--- src/rtl/tqm_pkg.sv ---
// Shared types and constants for the timer queue manager.
// Used by timer_queue_manager_core; depends on nothing.
package tqm_pkg;

  // Timer table size and emission limit per tick
  localparam int unsigned DEPTH   = 16;
  localparam int unsigned MAX_OUT = 16;

  localparam int unsigned IDX_W = $clog2(DEPTH);
  localparam int unsigned CNT_W = $clog2(DEPTH + 1);
  localparam int unsigned K_W   = $clog2(MAX_OUT + 1);

  typedef logic [IDX_W-1:0] idx_t;
  typedef logic [CNT_W-1:0] cnt_t;
  typedef logic [K_W-1:0]   k_t;

  // One table entry; age is the dense insertion rank (0 = oldest)
  typedef struct packed {
    logic [31:0]      deadline;
    logic [15:0]      id;
    logic [15:0]      tag;
    logic [IDX_W-1:0] age;
  } entry_t;

  localparam int unsigned ENTRY_W = $bits(entry_t);

  typedef enum logic [1:0] {
    OP_TICK   = 2'd0,
    OP_SET    = 2'd1,
    OP_CANCEL = 2'd2
  } op_e;

  typedef enum logic [1:0] {
    KIND_SET_ACK    = 2'd0,
    KIND_CANCEL_ACK = 2'd1,
    KIND_EXPIRED    = 2'd2
  } kind_e;

  typedef enum logic [1:0] {
    ST_OK        = 2'd0,
    ST_NOT_EN    = 2'd1,
    ST_FULL      = 2'd2,
    ST_NOT_FOUND = 2'd3
  } status_e;

  // What a table pass looks for
  typedef enum logic [1:0] {
    MODE_EXPIRE,
    MODE_CANCEL,
    MODE_SWEEP
  } mode_e;

  typedef enum logic [2:0] {
    S_IDLE,
    S_FREE,
    S_PSTART,
    S_PASS,
    S_PEND,
    S_EMIT
  } state_e;

endpackage

--- src/rtl/timer_queue_manager_core.sv ---
// Timer queue manager core: table of pending timers, set / cancel / tick items.
// Depends on tqm_pkg and tqm_ram.
//
// The block holds up to DEPTH timers in a RAM (deadline, id, tag, insertion
// rank) with valid bits and a fill count in flops. One item is worked at a
// time; in_stall_o is high until the item's last result has been loaded into
// the output register. All table passes run through a single comparator
// that walks the RAM one entry per cycle. A set scans the valid bits for
// the first free slot and writes the entry there; a rejected set is
// answered without a scan. A cancel runs one pass per matching entry,
// dropping one each time, and a final pass that finds none. A tick while
// enabled runs one pass per expiring timer and a final one (at most MAX_OUT
// expiring per tick, earliest deadline first, ties oldest first); a tick
// while disabled, or an unused op code, gives no result. A stalled output
// delays every result after the first. The output register is separate,
// so a result may sit stalled while the next item is being worked, as long
// as that item has not reached its own result.
// Deadlines are compared as a signed 32-bit difference from the current
// time, so time wrap is handled. No clearing pass is needed after reset.
module timer_queue_manager_core (
  input  logic        clk_i,
  input  logic        rst_ni,
  // configuration
  input  logic        cfg_we_i,
  input  logic        cfg_wdata_i,
  // input items
  input  logic        in_valid_i,
  output logic        in_stall_o,
  input  logic [1:0]  op_i,
  input  logic [23:0] duration_i,
  input  logic [15:0] tag_i,
  input  logic [15:0] cancel_id_i,
  // result items
  output logic        out_valid_o,
  input  logic        out_stall_i,
  output logic [1:0]  kind_o,
  output logic [1:0]  status_o,
  output logic [15:0] result_id_o,
  output logic [15:0] tag_out_o,
  output logic        pending_o,
  output logic        last_o
);

  // ---------------------------------------------------------------------
  // State
  // ---------------------------------------------------------------------
  tqm_pkg::state_e state_q, state_d;
  tqm_pkg::mode_e  mode_q, mode_d;

  logic                   enable_q;
  logic [tqm_pkg::DEPTH-1:0] valid_q, valid_d;
  tqm_pkg::cnt_t          cnt_q, cnt_d;
  logic [31:0]            now_q, now_d;
  logic [15:0]            next_id_q, next_id_d;

  // latched item fields
  logic [23:0]            duration_q, duration_d;
  logic [15:0]            tag_q, tag_d;
  logic [15:0]            cid_q, cid_d;

  // pass sequencing
  logic [tqm_pkg::IDX_W:0] iss_q, iss_d;     // read issue / free-slot scan
  logic                   chk_vld_q, chk_vld_d;
  tqm_pkg::idx_t          chk_idx_q, chk_idx_d;

  // best candidate of the current pass
  logic                   hit_q, hit_d;
  logic [31:0]            bkey_q, bkey_d;
  tqm_pkg::idx_t          hidx_q, hidx_d;
  tqm_pkg::idx_t          hage_q, hage_d;
  logic [15:0]            hid_q, hid_d;
  logic [15:0]            htag_q, htag_d;

  // rank fix-up owed by the previous drop, applied during the next pass
  logic                   dec_pend_q, dec_pend_d;
  tqm_pkg::idx_t          dec_age_q, dec_age_d;

  // expiry held back until we know whether it is the last one
  logic                   held_q, held_d;
  logic [15:0]            held_id_q, held_id_d;
  logic [15:0]            held_tag_q, held_tag_d;
  logic                   held_pend_q, held_pend_d;
  tqm_pkg::k_t            k_q, k_d;
  logic                   found_q, found_d;

  // staged result and what follows it
  tqm_pkg::kind_e         res_kind_q, res_kind_d;
  tqm_pkg::status_e       res_status_q, res_status_d;
  logic [15:0]            res_id_q, res_id_d;
  logic [15:0]            res_tag_q, res_tag_d;
  logic                   res_pend_q, res_pend_d;
  logic                   res_last_q, res_last_d;
  logic                   more_q, more_d;

  // output register
  logic                   out_valid_q, out_valid_d;
  tqm_pkg::kind_e         out_kind_q;
  tqm_pkg::status_e       out_status_q;
  logic [15:0]            out_id_q;
  logic [15:0]            out_tag_q;
  logic                   out_pend_q;
  logic                   out_last_q;

  // ---------------------------------------------------------------------
  // Table RAM
  // ---------------------------------------------------------------------
  logic                          ram_we;
  tqm_pkg::idx_t                 ram_waddr;
  tqm_pkg::entry_t               ram_wdata;
  logic                          ram_re;
  logic [tqm_pkg::ENTRY_W-1:0]   ram_rdata;

  tqm_ram #(
    .Width (tqm_pkg::ENTRY_W),
    .Depth (tqm_pkg::DEPTH)
  ) u_table (
    .clk_i   (clk_i),
    .we_i    (ram_we),
    .waddr_i (ram_waddr),
    .wdata_i (ram_wdata),
    .re_i    (ram_re),
    .raddr_i (iss_q[tqm_pkg::IDX_W-1:0]),
    .rdata_o (ram_rdata)
  );

  // ---------------------------------------------------------------------
  // Shared compare unit: looks at the entry read back this cycle
  // ---------------------------------------------------------------------
  tqm_pkg::entry_t ent;
  logic            ent_v;
  tqm_pkg::idx_t   age_adj;
  logic            age_wb;
  logic [31:0]     diff;
  logic            due;
  logic [31:0]     key;
  logic            better;
  logic            exp_take;
  logic            can_take;
  logic            pass_last;

  logic            in_acc;
  logic            out_free;
  logic            slot_free;
  logic            tbl_full;
  tqm_pkg::op_e    op_in;

  assign in_acc    = in_valid_i && !in_stall_o;
  assign out_free  = !out_valid_q || !out_stall_i;
  assign slot_free = !valid_q[iss_q[tqm_pkg::IDX_W-1:0]];
  assign tbl_full  = (cnt_q == tqm_pkg::CNT_W'(tqm_pkg::DEPTH));
  assign op_in     = tqm_pkg::op_e'(op_i);

  assign ent    = tqm_pkg::entry_t'(ram_rdata);
  assign ent_v  = chk_vld_q && valid_q[chk_idx_q];
  // ranks above the one just dropped close the gap
  assign age_wb = ent_v && dec_pend_q && (ent.age > dec_age_q);
  assign age_adj = age_wb ? ent.age - 1'b1 : ent.age;

  // due when the signed distance to the deadline is zero or negative;
  // flipping the sign bit orders the due ones earliest first
  assign diff   = ent.deadline - now_q;
  assign due    = (diff == 32'd0) || diff[31];
  assign key    = {~diff[31], diff[30:0]};
  assign better = !hit_q || (key < bkey_q) || ((key == bkey_q) && (age_adj < hage_q));

  assign exp_take = (mode_q == tqm_pkg::MODE_EXPIRE) && ent_v && due && better;
  assign can_take = (mode_q == tqm_pkg::MODE_CANCEL) && ent_v && (ent.id == cid_q) && !hit_q;

  assign pass_last = chk_vld_q && (chk_idx_q == tqm_pkg::IDX_W'(tqm_pkg::DEPTH - 1));

  assign in_stall_o = (state_q != tqm_pkg::S_IDLE);

  // ---------------------------------------------------------------------
  // Next state
  // ---------------------------------------------------------------------
  always_comb begin
    state_d = state_q;
    unique case (state_q)
      tqm_pkg::S_IDLE: begin
        if (in_acc) begin
          unique case (op_in)
            tqm_pkg::OP_TICK:   state_d = enable_q ? tqm_pkg::S_PSTART : tqm_pkg::S_IDLE;
            tqm_pkg::OP_SET:    state_d = (!enable_q || tbl_full) ? tqm_pkg::S_EMIT
                                                                  : tqm_pkg::S_FREE;
            tqm_pkg::OP_CANCEL: state_d = tqm_pkg::S_PSTART;
            default:            state_d = tqm_pkg::S_IDLE;
          endcase
        end
      end
      tqm_pkg::S_FREE: begin
        if (slot_free) begin
          state_d = tqm_pkg::S_EMIT;
        end
      end
      tqm_pkg::S_PSTART: state_d = tqm_pkg::S_PASS;
      tqm_pkg::S_PASS: begin
        if (pass_last) begin
          state_d = tqm_pkg::S_PEND;
        end
      end
      tqm_pkg::S_PEND: begin
        unique case (mode_q)
          tqm_pkg::MODE_CANCEL: state_d = hit_q ? tqm_pkg::S_PSTART : tqm_pkg::S_EMIT;
          tqm_pkg::MODE_EXPIRE: begin
            if (held_q) begin
              state_d = tqm_pkg::S_EMIT;
            end else begin
              state_d = hit_q ? tqm_pkg::S_PSTART : tqm_pkg::S_IDLE;
            end
          end
          tqm_pkg::MODE_SWEEP:  state_d = tqm_pkg::S_EMIT;
          default:              state_d = tqm_pkg::S_IDLE;
        endcase
      end
      tqm_pkg::S_EMIT: begin
        if (out_free) begin
          state_d = more_q ? tqm_pkg::S_PSTART : tqm_pkg::S_IDLE;
        end
      end
      default: state_d = tqm_pkg::S_IDLE;
    endcase
  end

  // ---------------------------------------------------------------------
  // Datapath and outputs of the sequencer
  // ---------------------------------------------------------------------
  always_comb begin
    mode_d       = mode_q;
    valid_d      = valid_q;
    cnt_d        = cnt_q;
    now_d        = now_q;
    next_id_d    = next_id_q;
    duration_d   = duration_q;
    tag_d        = tag_q;
    cid_d        = cid_q;
    iss_d        = iss_q;
    chk_vld_d    = 1'b0;
    chk_idx_d    = chk_idx_q;
    hit_d        = hit_q;
    bkey_d       = bkey_q;
    hidx_d       = hidx_q;
    hage_d       = hage_q;
    hid_d        = hid_q;
    htag_d       = htag_q;
    dec_pend_d   = dec_pend_q;
    dec_age_d    = dec_age_q;
    held_d       = held_q;
    held_id_d    = held_id_q;
    held_tag_d   = held_tag_q;
    held_pend_d  = held_pend_q;
    k_d          = k_q;
    found_d      = found_q;
    res_kind_d   = res_kind_q;
    res_status_d = res_status_q;
    res_id_d     = res_id_q;
    res_tag_d    = res_tag_q;
    res_pend_d   = res_pend_q;
    res_last_d   = res_last_q;
    more_d       = more_q;
    ram_we       = 1'b0;
    ram_waddr    = chk_idx_q;
    ram_wdata    = ent;
    ram_re       = 1'b0;

    unique case (state_q)
      tqm_pkg::S_IDLE: begin
        if (in_acc) begin
          duration_d = duration_i;
          tag_d      = tag_i;
          cid_d      = cancel_id_i;
          iss_d      = '0;
          held_d     = 1'b0;
          k_d        = '0;
          found_d    = 1'b0;
          more_d     = 1'b0;
          unique case (op_in)
            tqm_pkg::OP_TICK: begin
              now_d  = now_q + 32'd1;
              mode_d = tqm_pkg::MODE_EXPIRE;
            end
            tqm_pkg::OP_SET: begin
              // rejected sets are answered straight away
              res_kind_d   = tqm_pkg::KIND_SET_ACK;
              res_status_d = enable_q ? tqm_pkg::ST_FULL : tqm_pkg::ST_NOT_EN;
              res_id_d     = 16'd0;
              res_tag_d    = 16'd0;
              res_pend_d   = (cnt_q != '0);
              res_last_d   = 1'b1;
            end
            tqm_pkg::OP_CANCEL: mode_d = tqm_pkg::MODE_CANCEL;
            default: ;
          endcase
        end
      end

      tqm_pkg::S_FREE: begin
        if (slot_free) begin
          ram_we       = 1'b1;
          ram_waddr    = iss_q[tqm_pkg::IDX_W-1:0];
          ram_wdata    = '{deadline: now_q + {8'd0, duration_q},
                           id:       next_id_q,
                           tag:      tag_q,
                           age:      cnt_q[tqm_pkg::IDX_W-1:0]};
          valid_d[iss_q[tqm_pkg::IDX_W-1:0]] = 1'b1;
          cnt_d        = cnt_q + 1'b1;
          next_id_d    = next_id_q + 16'd1;
          res_kind_d   = tqm_pkg::KIND_SET_ACK;
          res_status_d = tqm_pkg::ST_OK;
          res_id_d     = next_id_q;
          res_tag_d    = 16'd0;
          res_pend_d   = 1'b1;
          res_last_d   = 1'b1;
          more_d       = 1'b0;
        end else begin
          iss_d = iss_q + 1'b1;
        end
      end

      tqm_pkg::S_PSTART: begin
        iss_d = '0;
        hit_d = 1'b0;
      end

      tqm_pkg::S_PASS: begin
        // issue side
        if (iss_q < (tqm_pkg::IDX_W + 1)'(tqm_pkg::DEPTH)) begin
          ram_re    = 1'b1;
          iss_d     = iss_q + 1'b1;
          chk_vld_d = 1'b1;
          chk_idx_d = iss_q[tqm_pkg::IDX_W-1:0];
        end
        // check side
        if (age_wb) begin
          ram_we    = 1'b1;
          ram_waddr = chk_idx_q;
          ram_wdata = '{deadline: ent.deadline, id: ent.id, tag: ent.tag, age: age_adj};
        end
        if (exp_take || can_take) begin
          hit_d  = 1'b1;
          bkey_d = key;
          hidx_d = chk_idx_q;
          hage_d = age_adj;
          hid_d  = ent.id;
          htag_d = ent.tag;
        end
      end

      tqm_pkg::S_PEND: begin
        // the pass settled any owed fix-up; a new drop owes the next one
        dec_pend_d = hit_q;
        dec_age_d  = hage_q;
        if (hit_q) begin
          valid_d[hidx_q] = 1'b0;
          cnt_d           = cnt_q - 1'b1;
        end
        unique case (mode_q)
          tqm_pkg::MODE_CANCEL: begin
            if (hit_q) begin
              found_d = 1'b1;
            end else begin
              res_kind_d   = tqm_pkg::KIND_CANCEL_ACK;
              res_status_d = found_q ? tqm_pkg::ST_OK : tqm_pkg::ST_NOT_FOUND;
              res_id_d     = cid_q;
              res_tag_d    = 16'd0;
              res_pend_d   = (cnt_q != '0);
              res_last_d   = 1'b1;
              more_d       = 1'b0;
            end
          end
          tqm_pkg::MODE_EXPIRE: begin
            if (held_q) begin
              res_kind_d   = tqm_pkg::KIND_EXPIRED;
              res_status_d = tqm_pkg::ST_OK;
              res_id_d     = held_id_q;
              res_tag_d    = held_tag_q;
              res_pend_d   = held_pend_q;
              res_last_d   = !hit_q;
              more_d       = hit_q;
            end
            if (hit_q) begin
              held_d      = 1'b1;
              held_id_d   = hid_q;
              held_tag_d  = htag_q;
              held_pend_d = (cnt_q != tqm_pkg::CNT_W'(1));
              k_d         = k_q + 1'b1;
              // limit reached: one more pass only to close the rank gap
              if (k_q == tqm_pkg::K_W'(tqm_pkg::MAX_OUT - 1)) begin
                mode_d = tqm_pkg::MODE_SWEEP;
              end
            end else begin
              held_d = 1'b0;
            end
          end
          tqm_pkg::MODE_SWEEP: begin
            res_kind_d   = tqm_pkg::KIND_EXPIRED;
            res_status_d = tqm_pkg::ST_OK;
            res_id_d     = held_id_q;
            res_tag_d    = held_tag_q;
            res_pend_d   = held_pend_q;
            res_last_d   = 1'b1;
            more_d       = 1'b0;
            held_d       = 1'b0;
          end
          default: ;
        endcase
      end

      tqm_pkg::S_EMIT: ;

      default: ;
    endcase
  end

  // output register load
  logic out_load;
  assign out_load = (state_q == tqm_pkg::S_EMIT) && out_free;

  always_comb begin
    out_valid_d = out_valid_q;
    if (out_load) begin
      out_valid_d = 1'b1;
    end else if (!out_stall_i) begin
      out_valid_d = 1'b0;
    end
  end

  // ---------------------------------------------------------------------
  // Registers
  // ---------------------------------------------------------------------
  always_ff @(posedge clk_i or negedge rst_ni) begin
    if (!rst_ni) begin
      state_q     <= tqm_pkg::S_IDLE;
      mode_q      <= tqm_pkg::MODE_EXPIRE;
      enable_q    <= 1'b0;
      valid_q     <= '0;
      cnt_q       <= '0;
      now_q       <= '0;
      next_id_q   <= '0;
      iss_q       <= '0;
      chk_vld_q   <= 1'b0;
      hit_q       <= 1'b0;
      dec_pend_q  <= 1'b0;
      held_q      <= 1'b0;
      k_q         <= '0;
      found_q     <= 1'b0;
      more_q      <= 1'b0;
      out_valid_q <= 1'b0;
    end else begin
      state_q     <= state_d;
      mode_q      <= mode_d;
      if (cfg_we_i) begin
        enable_q <= cfg_wdata_i;
      end
      valid_q     <= valid_d;
      cnt_q       <= cnt_d;
      now_q       <= now_d;
      next_id_q   <= next_id_d;
      iss_q       <= iss_d;
      chk_vld_q   <= chk_vld_d;
      hit_q       <= hit_d;
      dec_pend_q  <= dec_pend_d;
      held_q      <= held_d;
      k_q         <= k_d;
      found_q     <= found_d;
      more_q      <= more_d;
      out_valid_q <= out_valid_d;
    end
  end

  // payload registers
  always_ff @(posedge clk_i) begin
    duration_q   <= duration_d;
    tag_q        <= tag_d;
    cid_q        <= cid_d;
    chk_idx_q    <= chk_idx_d;
    bkey_q       <= bkey_d;
    hidx_q       <= hidx_d;
    hage_q       <= hage_d;
    hid_q        <= hid_d;
    htag_q       <= htag_d;
    dec_age_q    <= dec_age_d;
    held_id_q    <= held_id_d;
    held_tag_q   <= held_tag_d;
    held_pend_q  <= held_pend_d;
    res_kind_q   <= res_kind_d;
    res_status_q <= res_status_d;
    res_id_q     <= res_id_d;
    res_tag_q    <= res_tag_d;
    res_pend_q   <= res_pend_d;
    res_last_q   <= res_last_d;
    if (out_load) begin
      out_kind_q   <= res_kind_q;
      out_status_q <= res_status_q;
      out_id_q     <= res_id_q;
      out_tag_q    <= res_tag_q;
      out_pend_q   <= res_pend_q;
      out_last_q   <= res_last_q;
    end
  end

  assign out_valid_o = out_valid_q;
  assign kind_o      = out_kind_q;
  assign status_o    = out_status_q;
  assign result_id_o = out_id_q;
  assign tag_out_o   = out_tag_q;
  assign pending_o   = out_pend_q;
  assign last_o      = out_last_q;

  // ---------------------------------------------------------------------
  // Assertions
  // ---------------------------------------------------------------------
  // fill count tracks the valid bits
  a_cnt_matches: assert property (@(posedge clk_i) disable iff (!rst_ni)
    cnt_q == tqm_pkg::CNT_W'($countones(valid_q)))
    else $error("fill count out of step with valid bits");

  // an idle block owes no rank fix-up and holds no expiry
  a_idle_clean: assert property (@(posedge clk_i) disable iff (!rst_ni)
    state_q == tqm_pkg::S_IDLE |-> !dec_pend_q && !held_q)
    else $error("work left over at idle");

  // free-slot search only starts with room in the table
  a_free_room: assert property (@(posedge clk_i) disable iff (!rst_ni)
    state_q == tqm_pkg::S_FREE |-> cnt_q < tqm_pkg::CNT_W'(tqm_pkg::DEPTH))
    else $error("free-slot search on a full table");

  // a tick item advances time by one
  a_tick_time: assert property (@(posedge clk_i) disable iff (!rst_ni)
    in_acc && op_i == tqm_pkg::OP_TICK |=> now_q == $past(now_q) + 32'd1)
    else $error("time did not advance on tick");

  // a result is only loaded when the output register can take it
  a_no_overwrite: assert property (@(posedge clk_i) disable iff (!rst_ni)
    out_valid_q && out_stall_i |=> $stable(out_id_q) && $stable(out_last_q))
    else $error("stalled result overwritten");

endmodule

--- src/rtl/tqm_ram.sv ---
// Generic simple dual-port RAM: one write port, one read port, registered read.
// Standalone; no package dependency.
module tqm_ram #(
  parameter int unsigned Width = 8,
  parameter int unsigned Depth = 16
) (
  input  logic                     clk_i,
  input  logic                     we_i,
  input  logic [$clog2(Depth)-1:0] waddr_i,
  input  logic [Width-1:0]         wdata_i,
  input  logic                     re_i,
  input  logic [$clog2(Depth)-1:0] raddr_i,
  output logic [Width-1:0]         rdata_o
);

  logic [Width-1:0] mem_q [Depth];
  logic [Width-1:0] rdata_q;

  always_ff @(posedge clk_i) begin
    if (we_i) begin
      mem_q[waddr_i] <= wdata_i;
    end
    if (re_i) begin
      rdata_q <= mem_q[raddr_i];
    end
  end

  assign rdata_o = rdata_q;

endmodule
--- config.mk ---
export PLATFORM = sky130hd
export DESIGN_NAME = timer_queue_manager_core
export DESIGN_NICKNAME = d
export VERILOG_FILES = /design/src/rtl/tqm_pkg.sv /design/src/rtl/timer_queue_manager_core.sv /design/src/rtl/tqm_ram.sv
export SDC_FILE = /design/constraint.sdc
export NUM_CORES = 2
export LEC_CHECK = 0
export BUFFER_PORTS_ARGS = -buffer_cell sky130_fd_sc_hd__buf_4
export CAP_MARGIN = 15
export CORE_ASPECT_RATIO = 0.75
export CORE_MARGIN = 1
export CORE_UTILIZATION = 40
export DETAILED_ROUTE_END_ITERATION = 16
export GPL_TIMING_DRIVEN = 0
export SLEW_MARGIN = 20
export SYNTH_ARGS = -nofsm -noshare
export SYNTH_HDL_FRONTEND = slang
export SYNTH_SLANG_ARGS = --single-unit
--- constraint.sdc ---
create_clock -name clk_i -period 12.5 [get_ports clk_i]
set_input_delay 0.625 -clock clk_i [delete_from_list [all_inputs] [get_ports clk_i]]
set_output_delay 0.625 -clock clk_i [all_outputs]
set_load 0.02 [all_outputs]
# Word level (Yosys, flattened, before mapping)

Memories as Yosys holds them, arrays and structs flattened. A register that Yosys moved wholly into a read port is not among the register bits.
Cells that the tools add are included.

Mux-type cells: 109
Equal/unequal tests: 33
$add $sub $neg: 9
Bitwise operators: 5
Reduce and logical (&&, ||, !) cells: 53
Magnitude comparators: 9

Operators with widths:

| kind                                                            | number |
|---|---|
| 16-bit one-hot mux with 3 select lines                          | 4 |
| 16-bit 2-to-1 mux                                               | 10 |
| 68-bit one-hot mux with 2 select lines                          | 1 |
| 68-bit 2-to-1 mux                                               | 1 |
| 2-bit 2-to-1 mux                                                | 18 |
| 5-bit 2-to-1 mux                                                | 7 |
| 32-bit by 1-bit adder with 32-bit output, second input constant | 1 |
| 32-bit by 24-bit adder with 32-bit output                       | 1 |
| 32-bit equality test                                            | 1 |
| 32-bit zero test                                                | 1 |
| 32-bit < comparator                                             | 1 |
| 16-bit one-hot mux with 2 select lines                          | 1 |
| 32-bit subtractor                                               | 1 |
| 1-bit 2-to-1 mux                                                | 29 |
| 2-bit inequality test, second input constant                    | 12 |
| 2-bit one-hot mux with 3 select lines                           | 4 |
| 3-bit 2-to-1 mux                                                | 7 |
| 5-bit one-hot mux with 2 select lines                           | 2 |
| 5-bit one-hot mux with 4 select lines                           | 1 |
| 1-bit one-hot mux with 3 select lines                           | 6 |
| 3-bit one-hot mux with 3 select lines                           | 2 |
| 3-bit one-hot mux with 6 select lines                           | 1 |
| 16-bit by 1-bit adder with 16-bit output, second input constant | 1 |
| 16-bit bitwise AND                                              | 1 |
| 45 further kinds                                                | 104 |

Register bits after elaboration: 337
RAM bits: 1,088
Input bits: 64
Memories: 1

Memory list:

| memory        | words | bits a word | rd ports | clocked after Yosys merged registers in | write ports | line          | text |
|---|---|---|---|---|---|---|---|
| u_table.mem_q | 16    | 68          | 1        | 1                                       | 1           | tqm_ram.sv:16 | `logic [Width-1:0] mem_q [Depth];` |

# Logic depth before layout (Yosys ltp)

Depth in word-level cells: 13
Depth in mapped cells: 21
Depth with buffers taken out: 21

# Modules after synthesis

Synthesis repeated with hierarchy kept, for this count alone.

Cells, all modules: 3,352
Area total of the unflattened synthesis: 60,299.1 um^2

By module, submodules not included:

| module                   | sequential area each (um^2) | area each (um^2) | cells an instance | times used |
|---|---|---|---|---|
| tqm_ram                  | 34,713.3                    | 42,659.7         | 1,750             | 1 |
| timer_queue_manager_core | 9,659.3                     | 17,639.4         | 1,602             | 1 |

# Worst setup path before layout

OpenSTA, ideal clock, no wires.

Path type: register to register
From: register now_q[3]
To: register bkey_q[0] (enable)
Buffers on the path: 0
Arrival time: 7,344 ps
Slack: 4,645 ps
Cell stages (with the launch flop): 20
Cell sequence: dfrtp_1 > inv_1 > ha_1 > or4_4 > o21ai_2 > o31ai_2 > a21oi_1 > mux2i_1 > o2111ai_1 > ha_1 > nand4_1 > nor4_1 > nand4_1 > nor2_1 > mux2i_1 > a31oi_1 > nand4b_1 > nor4b_2 > nand3_1 > o21ai_1

RTL lines:

| element                                               | line                                                             | text |
|---|---|---|
| from (decl)                                           | timer_queue_manager_core.sv:53                                   | `logic [31:0] now_q, now_d;` |
| from (signal assigned)                                | timer_queue_manager_core.sv:456                                  | `now_q <= now_d;` |
| 32-bit subtractor *                                   | timer_queue_manager_core.sv:161                                  | `assign diff = ent.deadline - now_q;` |
| named net diff[29]                                    | timer_queue_manager_core.sv:133                                  | `logic [31:0] diff;` |
| 32-bit < comparator (tied with other cells)           | timer_queue_manager_core.sv:164                                  | `assign better = !hit_q \|\| (key < bkey_q) \|\| ((key == bkey_q) && (age_adj < hage_q));` |
| 1-bit logical OR (tied with other cells)              | timer_queue_manager_core.sv:164                                  |  |
| 1-bit logical OR or 1-bit logical AND (tied branches) | timer_queue_manager_core.sv:164, timer_queue_manager_core.sv:166 |  |
| 1-bit logical AND *                                   | timer_queue_manager_core.sv:166                                  | `assign exp_take = (mode_q == tqm_pkg::MODE_EXPIRE) && ent_v && due && better;` |
| 1-bit logical OR *                                    | timer_queue_manager_core.sv:338                                  | `if (exp_take \|\| can_take) begin` |
| 2-bit AND reduction (no source line) *                | --                                                               |  |
| to (signal assigned)                                  | timer_queue_manager_core.sv:476                                  | `bkey_q <= bkey_d;` |
| to (decl)                                             | timer_queue_manager_core.sv:68                                   | `logic [31:0] bkey_q, bkey_d;` |

The timed path passes the listed nets; every way through them passes the cells marked *.
A chain may end at the register's enable or synchronous reset.

# Worst setup path in the final report

From: register u_table.rdata_q[38], in the netlist u_table.rdata_o[38], read port of u_table.mem_q
To: register htag_q[15] (enable)

Cells in the longest elaborated chain, start to end: 8

Ends and longest elaborated chain:

| element                                                     | line                            | text |
|---|---|---|
| from (decl)                                                 | tqm_ram.sv:17                   | `logic [Width-1:0] rdata_q;` |
| 32-bit subtractor *                                         | timer_queue_manager_core.sv:161 |  |
| 1-bit NOT *                                                 | timer_queue_manager_core.sv:163 | `assign key = {~diff[31], diff[30:0]};` |
| named net key[31]                                           | timer_queue_manager_core.sv:135 | `logic [31:0] key;` |
| 32-bit < comparator or 32-bit equality test (tied branches) | timer_queue_manager_core.sv:164 |  |
| 1-bit logical OR or 1-bit logical AND (tied branches)       | timer_queue_manager_core.sv:164 |  |
| 1-bit logical OR *                                          | timer_queue_manager_core.sv:164 |  |
| 1-bit logical AND *                                         | timer_queue_manager_core.sv:166 |  |
| 1-bit logical OR *                                          | timer_queue_manager_core.sv:338 |  |
| 2-bit AND reduction (no source line) *                      | --                              |  |
| to (signal assigned)                                        | timer_queue_manager_core.sv:480 | `htag_q <= htag_d;` |
| to (decl)                                                   | timer_queue_manager_core.sv:72  | `logic [15:0] htag_q, htag_d;` |

Marks and branches as above.

==> impl_metrics.toml <==
[clocking]
clk_latency_ns = 0.78
cts_tree = "built"
cts.path.max_buffers = 3
ctsResizeCount = 0
path_clk_slew_ns = 0.06
h-tree-depth = 4
root_buffer = "clkbuf_16"
cts_sinks = 1493
numCtsBuffers = 150

[synth]
yosys_warnings = 0
ys_async_sr_fraction_pct = 6.162
syn_area_mm2 = 0.06059
ys_types = 76
synth_nets = 3416
ys_ff_latch = 1493
yosys_most_used_dff = "edfxtp_1"
synthTopCellsByArea = "edfxtp_1, mux4_2, dfrtp_1"
yosys.area.top_type_share_pct = 69.44
netlist_instances = 3244
yosysTopAreaCell = "edfxtp_1"
yosysSeqAreaShare_pct = 73.24
synth_edf_count = 1401
synth_area_per_cell_um2 = 18.68

[pwr]
seqPwrFrac_pct = 46.1
power_mw = 14.43
p_sw_share_pct = 29.57
p_int_mw = 10.17
switching_power_mw = 4.267
p_leak_nw = 23.64
ir_worst_vdd_v = 0.0001469
clkPwrFrac_pct = 30.4
power_density_mw_per_mm2 = 200.9
combinationalPowerShare_pct = 23.6

[timing]
hold_viol = 0
setup_violations = 0
rsz0062_at_grt = "no"
tns_ns = 0
period_share_pct = 54.35
fin_skew_ns = 0.01999
period_minus_slack_ns = 6.794
fmax_mhz = 147.2
finalMaxSlewViolations = 0
worst_pin_slew_ns = 1.191
max_slew_margin_pct = 20.58

[place]
place_congestion = 0.8801
dp_hpwl_um = 108000
numPortBuffers = 103

[route]
ant_nets = 0
avgViaCountPerCell = 5.628
vias = 32592
drt_iter0_drc = 4011
wl_per_cell_um = 27.52
first_pass_iters = 8
drc_errors = 0
routed_wl_um = 159300

[setup_path]
crit_family = "compound AO/OA/AOI/OAI gates"
r2r_start = "u_table.rdata_o[38]"
path_buf_inv = 2
crit_chain = "ha_1 > o21ai_0 > a21oi_1 > o21ai_2 > o31ai_2 > a21oi_1 > a311oi_1 > ha_1 > nand4_1 > nor4_1 > nand4_1 > nor2_1 > mux2i_1 > a31oi_1 > nand4b_1 > nor4b_2 > nand3_1 > o21ai_4 > buf_16 > buf_16"
arrival_ns = 7.27
crit_path_end_kind = "flop"
cp_max_fo = 16
critPathLaunchType = "flop"
crit_type = "reg -> reg"
r2r_cells = 20
r2r_end = "htag_q[15]"
cp_slowest_cell = "nor4_1"
worst_ep_required_time_ns = 12.97
cp_slowest_stage_delay_ns = 0.77
ff2ff_setup_slack_ns = 5.71

[worst_hold_path]
holdPathEnd = "tag_q[4]"
holdCritStartpoint = "tag_i[4]"
hold_depth = 1
hold_path.class = "in -> reg"

[finish]
drive_above_1_share_pct = 23.32
n_antenna_cell = 0
fin_nets = 3837
fillers = 12473
area_growth_pct = 18.59

[job]
maxCapViolations = 0

[floorplan]
rows = 123
initial_utilization_pct = 40.34
die-area_mm2 = 0.1530
die_h_um = 339.1
die_x_um = 451.4
core_area_mm2 = 0.1502
pin_count = 104

[global_route]
antenna_found_initial = 6
grt_pass1_wl_um = 230000
track_usage_pct = 20.94
grt_pass1_vias = 32262
grt_max_degree = 93
overflow = 0

[outcome]
outcome = "completed"
## layout make-up
class / instances / area, um2 / share of cell area (%)
timing repair buffer: 269 / 3712 / 5.167
sequential: 1493 / 44370 / 61.76
inverter: 105 / 394.1 / 0.5486
buffer: 125 / 521.8 / 0.7262
clock inverter: 94 / 693.2 / 0.9648
clock buffer: 184 / 4050 / 5.637
tap: 2000 / 2502 / 3.483
multi-input combinational: 1521 / 15600 / 21.72
## cell usage after synthesis, drive strengths merged, types with 3 or more instances
cell type / n
edfxtp: 1401
mux4: 348
nand2: 249
o21ai: 136
ha: 106
inv: 105
dfrtp: 92
nor2: 91
clkbuf: 89
a21oi: 86
xnor2: 86
nand3: 40
xor2: 38
buf: 36
nor3: 34
nand4: 29
and2: 22
a21o: 19
and3: 19
mux2i: 19
nand2b: 17
nor2b: 17
o21a: 13
o22ai: 12
a31oi: 10
o211ai: 10
o21bai: 9
o31ai: 9
nor4: 7
or3: 7
a211oi: 6
o2111ai: 6
or4: 6
mux2: 5
nor3b: 5
a311oi: 4
nand4b: 4
or2: 4
a2111oi: 3
a21bo: 3
a21boi: 3
a22o: 3
a32oi: 3
## worst max-delay path by stage
stage	slack [ns]	end	cells after the start	start
floorplan	4.65	bkey_q[0]	19	now_q[3]
global placement	0.52	htag_q[15]	18	u_table.rdata_o[38]
detailed placement	5.67	htag_q[15]	20	u_table.rdata_o[38]
CTS	5.62	htag_q[15]	20	u_table.rdata_o[38]
global route	5.17	htag_q[15]	21	now_q[3]
finish	5.71	htag_q[15]	20	u_table.rdata_o[38]
## per-stage QoR
step                hold slack (ns)  worst slack [ns]  utilization [%]  instance area, um2  instances
global placement             0.4013            0.5227            42.52               63860       5347
global route                0.04171             5.171            47.83               71850       5791
floorplan                    0.3294             4.645                -               60590       3244
finish                      0.05797             5.706            47.83               71850       5791
detailed placement           0.4045             5.668            44.31               66560       5461
CTS                        0.001788             5.615            47.82               71820       5791
## power groups by stage
stage          registers, mW  clock network [mW]  logic [mW]
2_1_floorplan           6.69                   0        1.99
3_3_place_gp            6.83                   0        3.10
3_5_place_dp            6.75                   0        3.40
4_1_cts                 6.65                4.46        3.42
5_1_grt                 6.67                4.64        3.66
6_report                6.65                4.38        3.40
## routing by layer
metal / up-vias / global-route usage, % / wire length, um
li1: 13914 / - / -
met1: 17115 / 31.87 / 71350
met2: 1366 / 30.71 / 70830
met3: 195 / 4.416 / 14420
met4: 2 / 4.953 / 2724
met5: - / 0 / 13
## placed cells by master (no fill, tap or decap), drive strengths merged, types with 8 or more instances in the layout
| master | netlist | layout |
|---|---|---|
| nor2 | 91 | 91 |
| o211ai | 10 | 10 |
| nor3 | 34 | 34 |
| a21o | 19 | 19 |
| and3 | 19 | 19 |
| xor2 | 38 | 38 |
| nor2b | 17 | 17 |
| o21ai | 136 | 136 |
| mux4 | 348 | 348 |
| bufinv | 0 | 8 |
| dfrtp | 92 | 92 |
| xnor2 | 86 | 86 |
| ha | 106 | 106 |
| nand2b | 17 | 17 |
| nand2 | 249 | 249 |
| inv | 105 | 111 |
| o21a | 13 | 13 |
| nand3 | 40 | 40 |
| edfxtp | 1401 | 1401 |
| and2 | 22 | 22 |
| o21bai | 9 | 9 |
| buf | 36 | 243 |
| dlygate4sd3 | 0 | 52 |
| mux2i | 19 | 19 |
| a21oi | 86 | 86 |
| clkbuf | 89 | 283 |
| a31oi | 10 | 10 |
| clkinv | 0 | 77 |
| o22ai | 12 | 12 |
| o31ai | 9 | 9 |
| nand4 | 29 | 29 |
## state kept, by name, summed over array words and instances, names as in the netlist, 24 cells and up
signal and cells:
now_q 32, bkey_q 32, u_table.rdata_o 68, u_table.mem_q 1088, duration_q 24
## cells by family after synthesis
logic type                 Yosys count  share of synthesized area [%]
muxes                              372                          13.34
xor gates and xnor gates           124                          1.792
adders and majority gates          108                          2.255
and+or+nand+nor                    558                          4.306
buffers and inverters              230                          1.433
AOI/OAI and AO/OA                  359                          3.635
DFF                               1493                          73.24
## worst register-to-register path, cell delays in order, from the launching register on
cell and delay (ns):
edfxtp_1 0.50, ha_1 0.42, o21ai_0 0.09, a21oi_1 0.31
o21ai_2 0.17, o31ai_2 0.57, a21oi_1 0.31, a311oi_1 0.66
ha_1 0.23, nand4_1 0.16, nor4_1 0.77, nand4_1 0.28
nor2_1 0.15, mux2i_1 0.14, a31oi_1 0.24, nand4b_1 0.13
nor4b_2 0.23, nand3_1 0.21, o21ai_4 0.46, buf_16 0.22
buf_16 0.19
## repair_timing
item                                    in CTS  in global routing
buffers inserted                             0                  0
endpoints found under the setup margin       0                  0
hold buffers                                52                  0
hold endpoints to repair                   121                  0
Note: power is estimated with default switching activity, not from simulation.
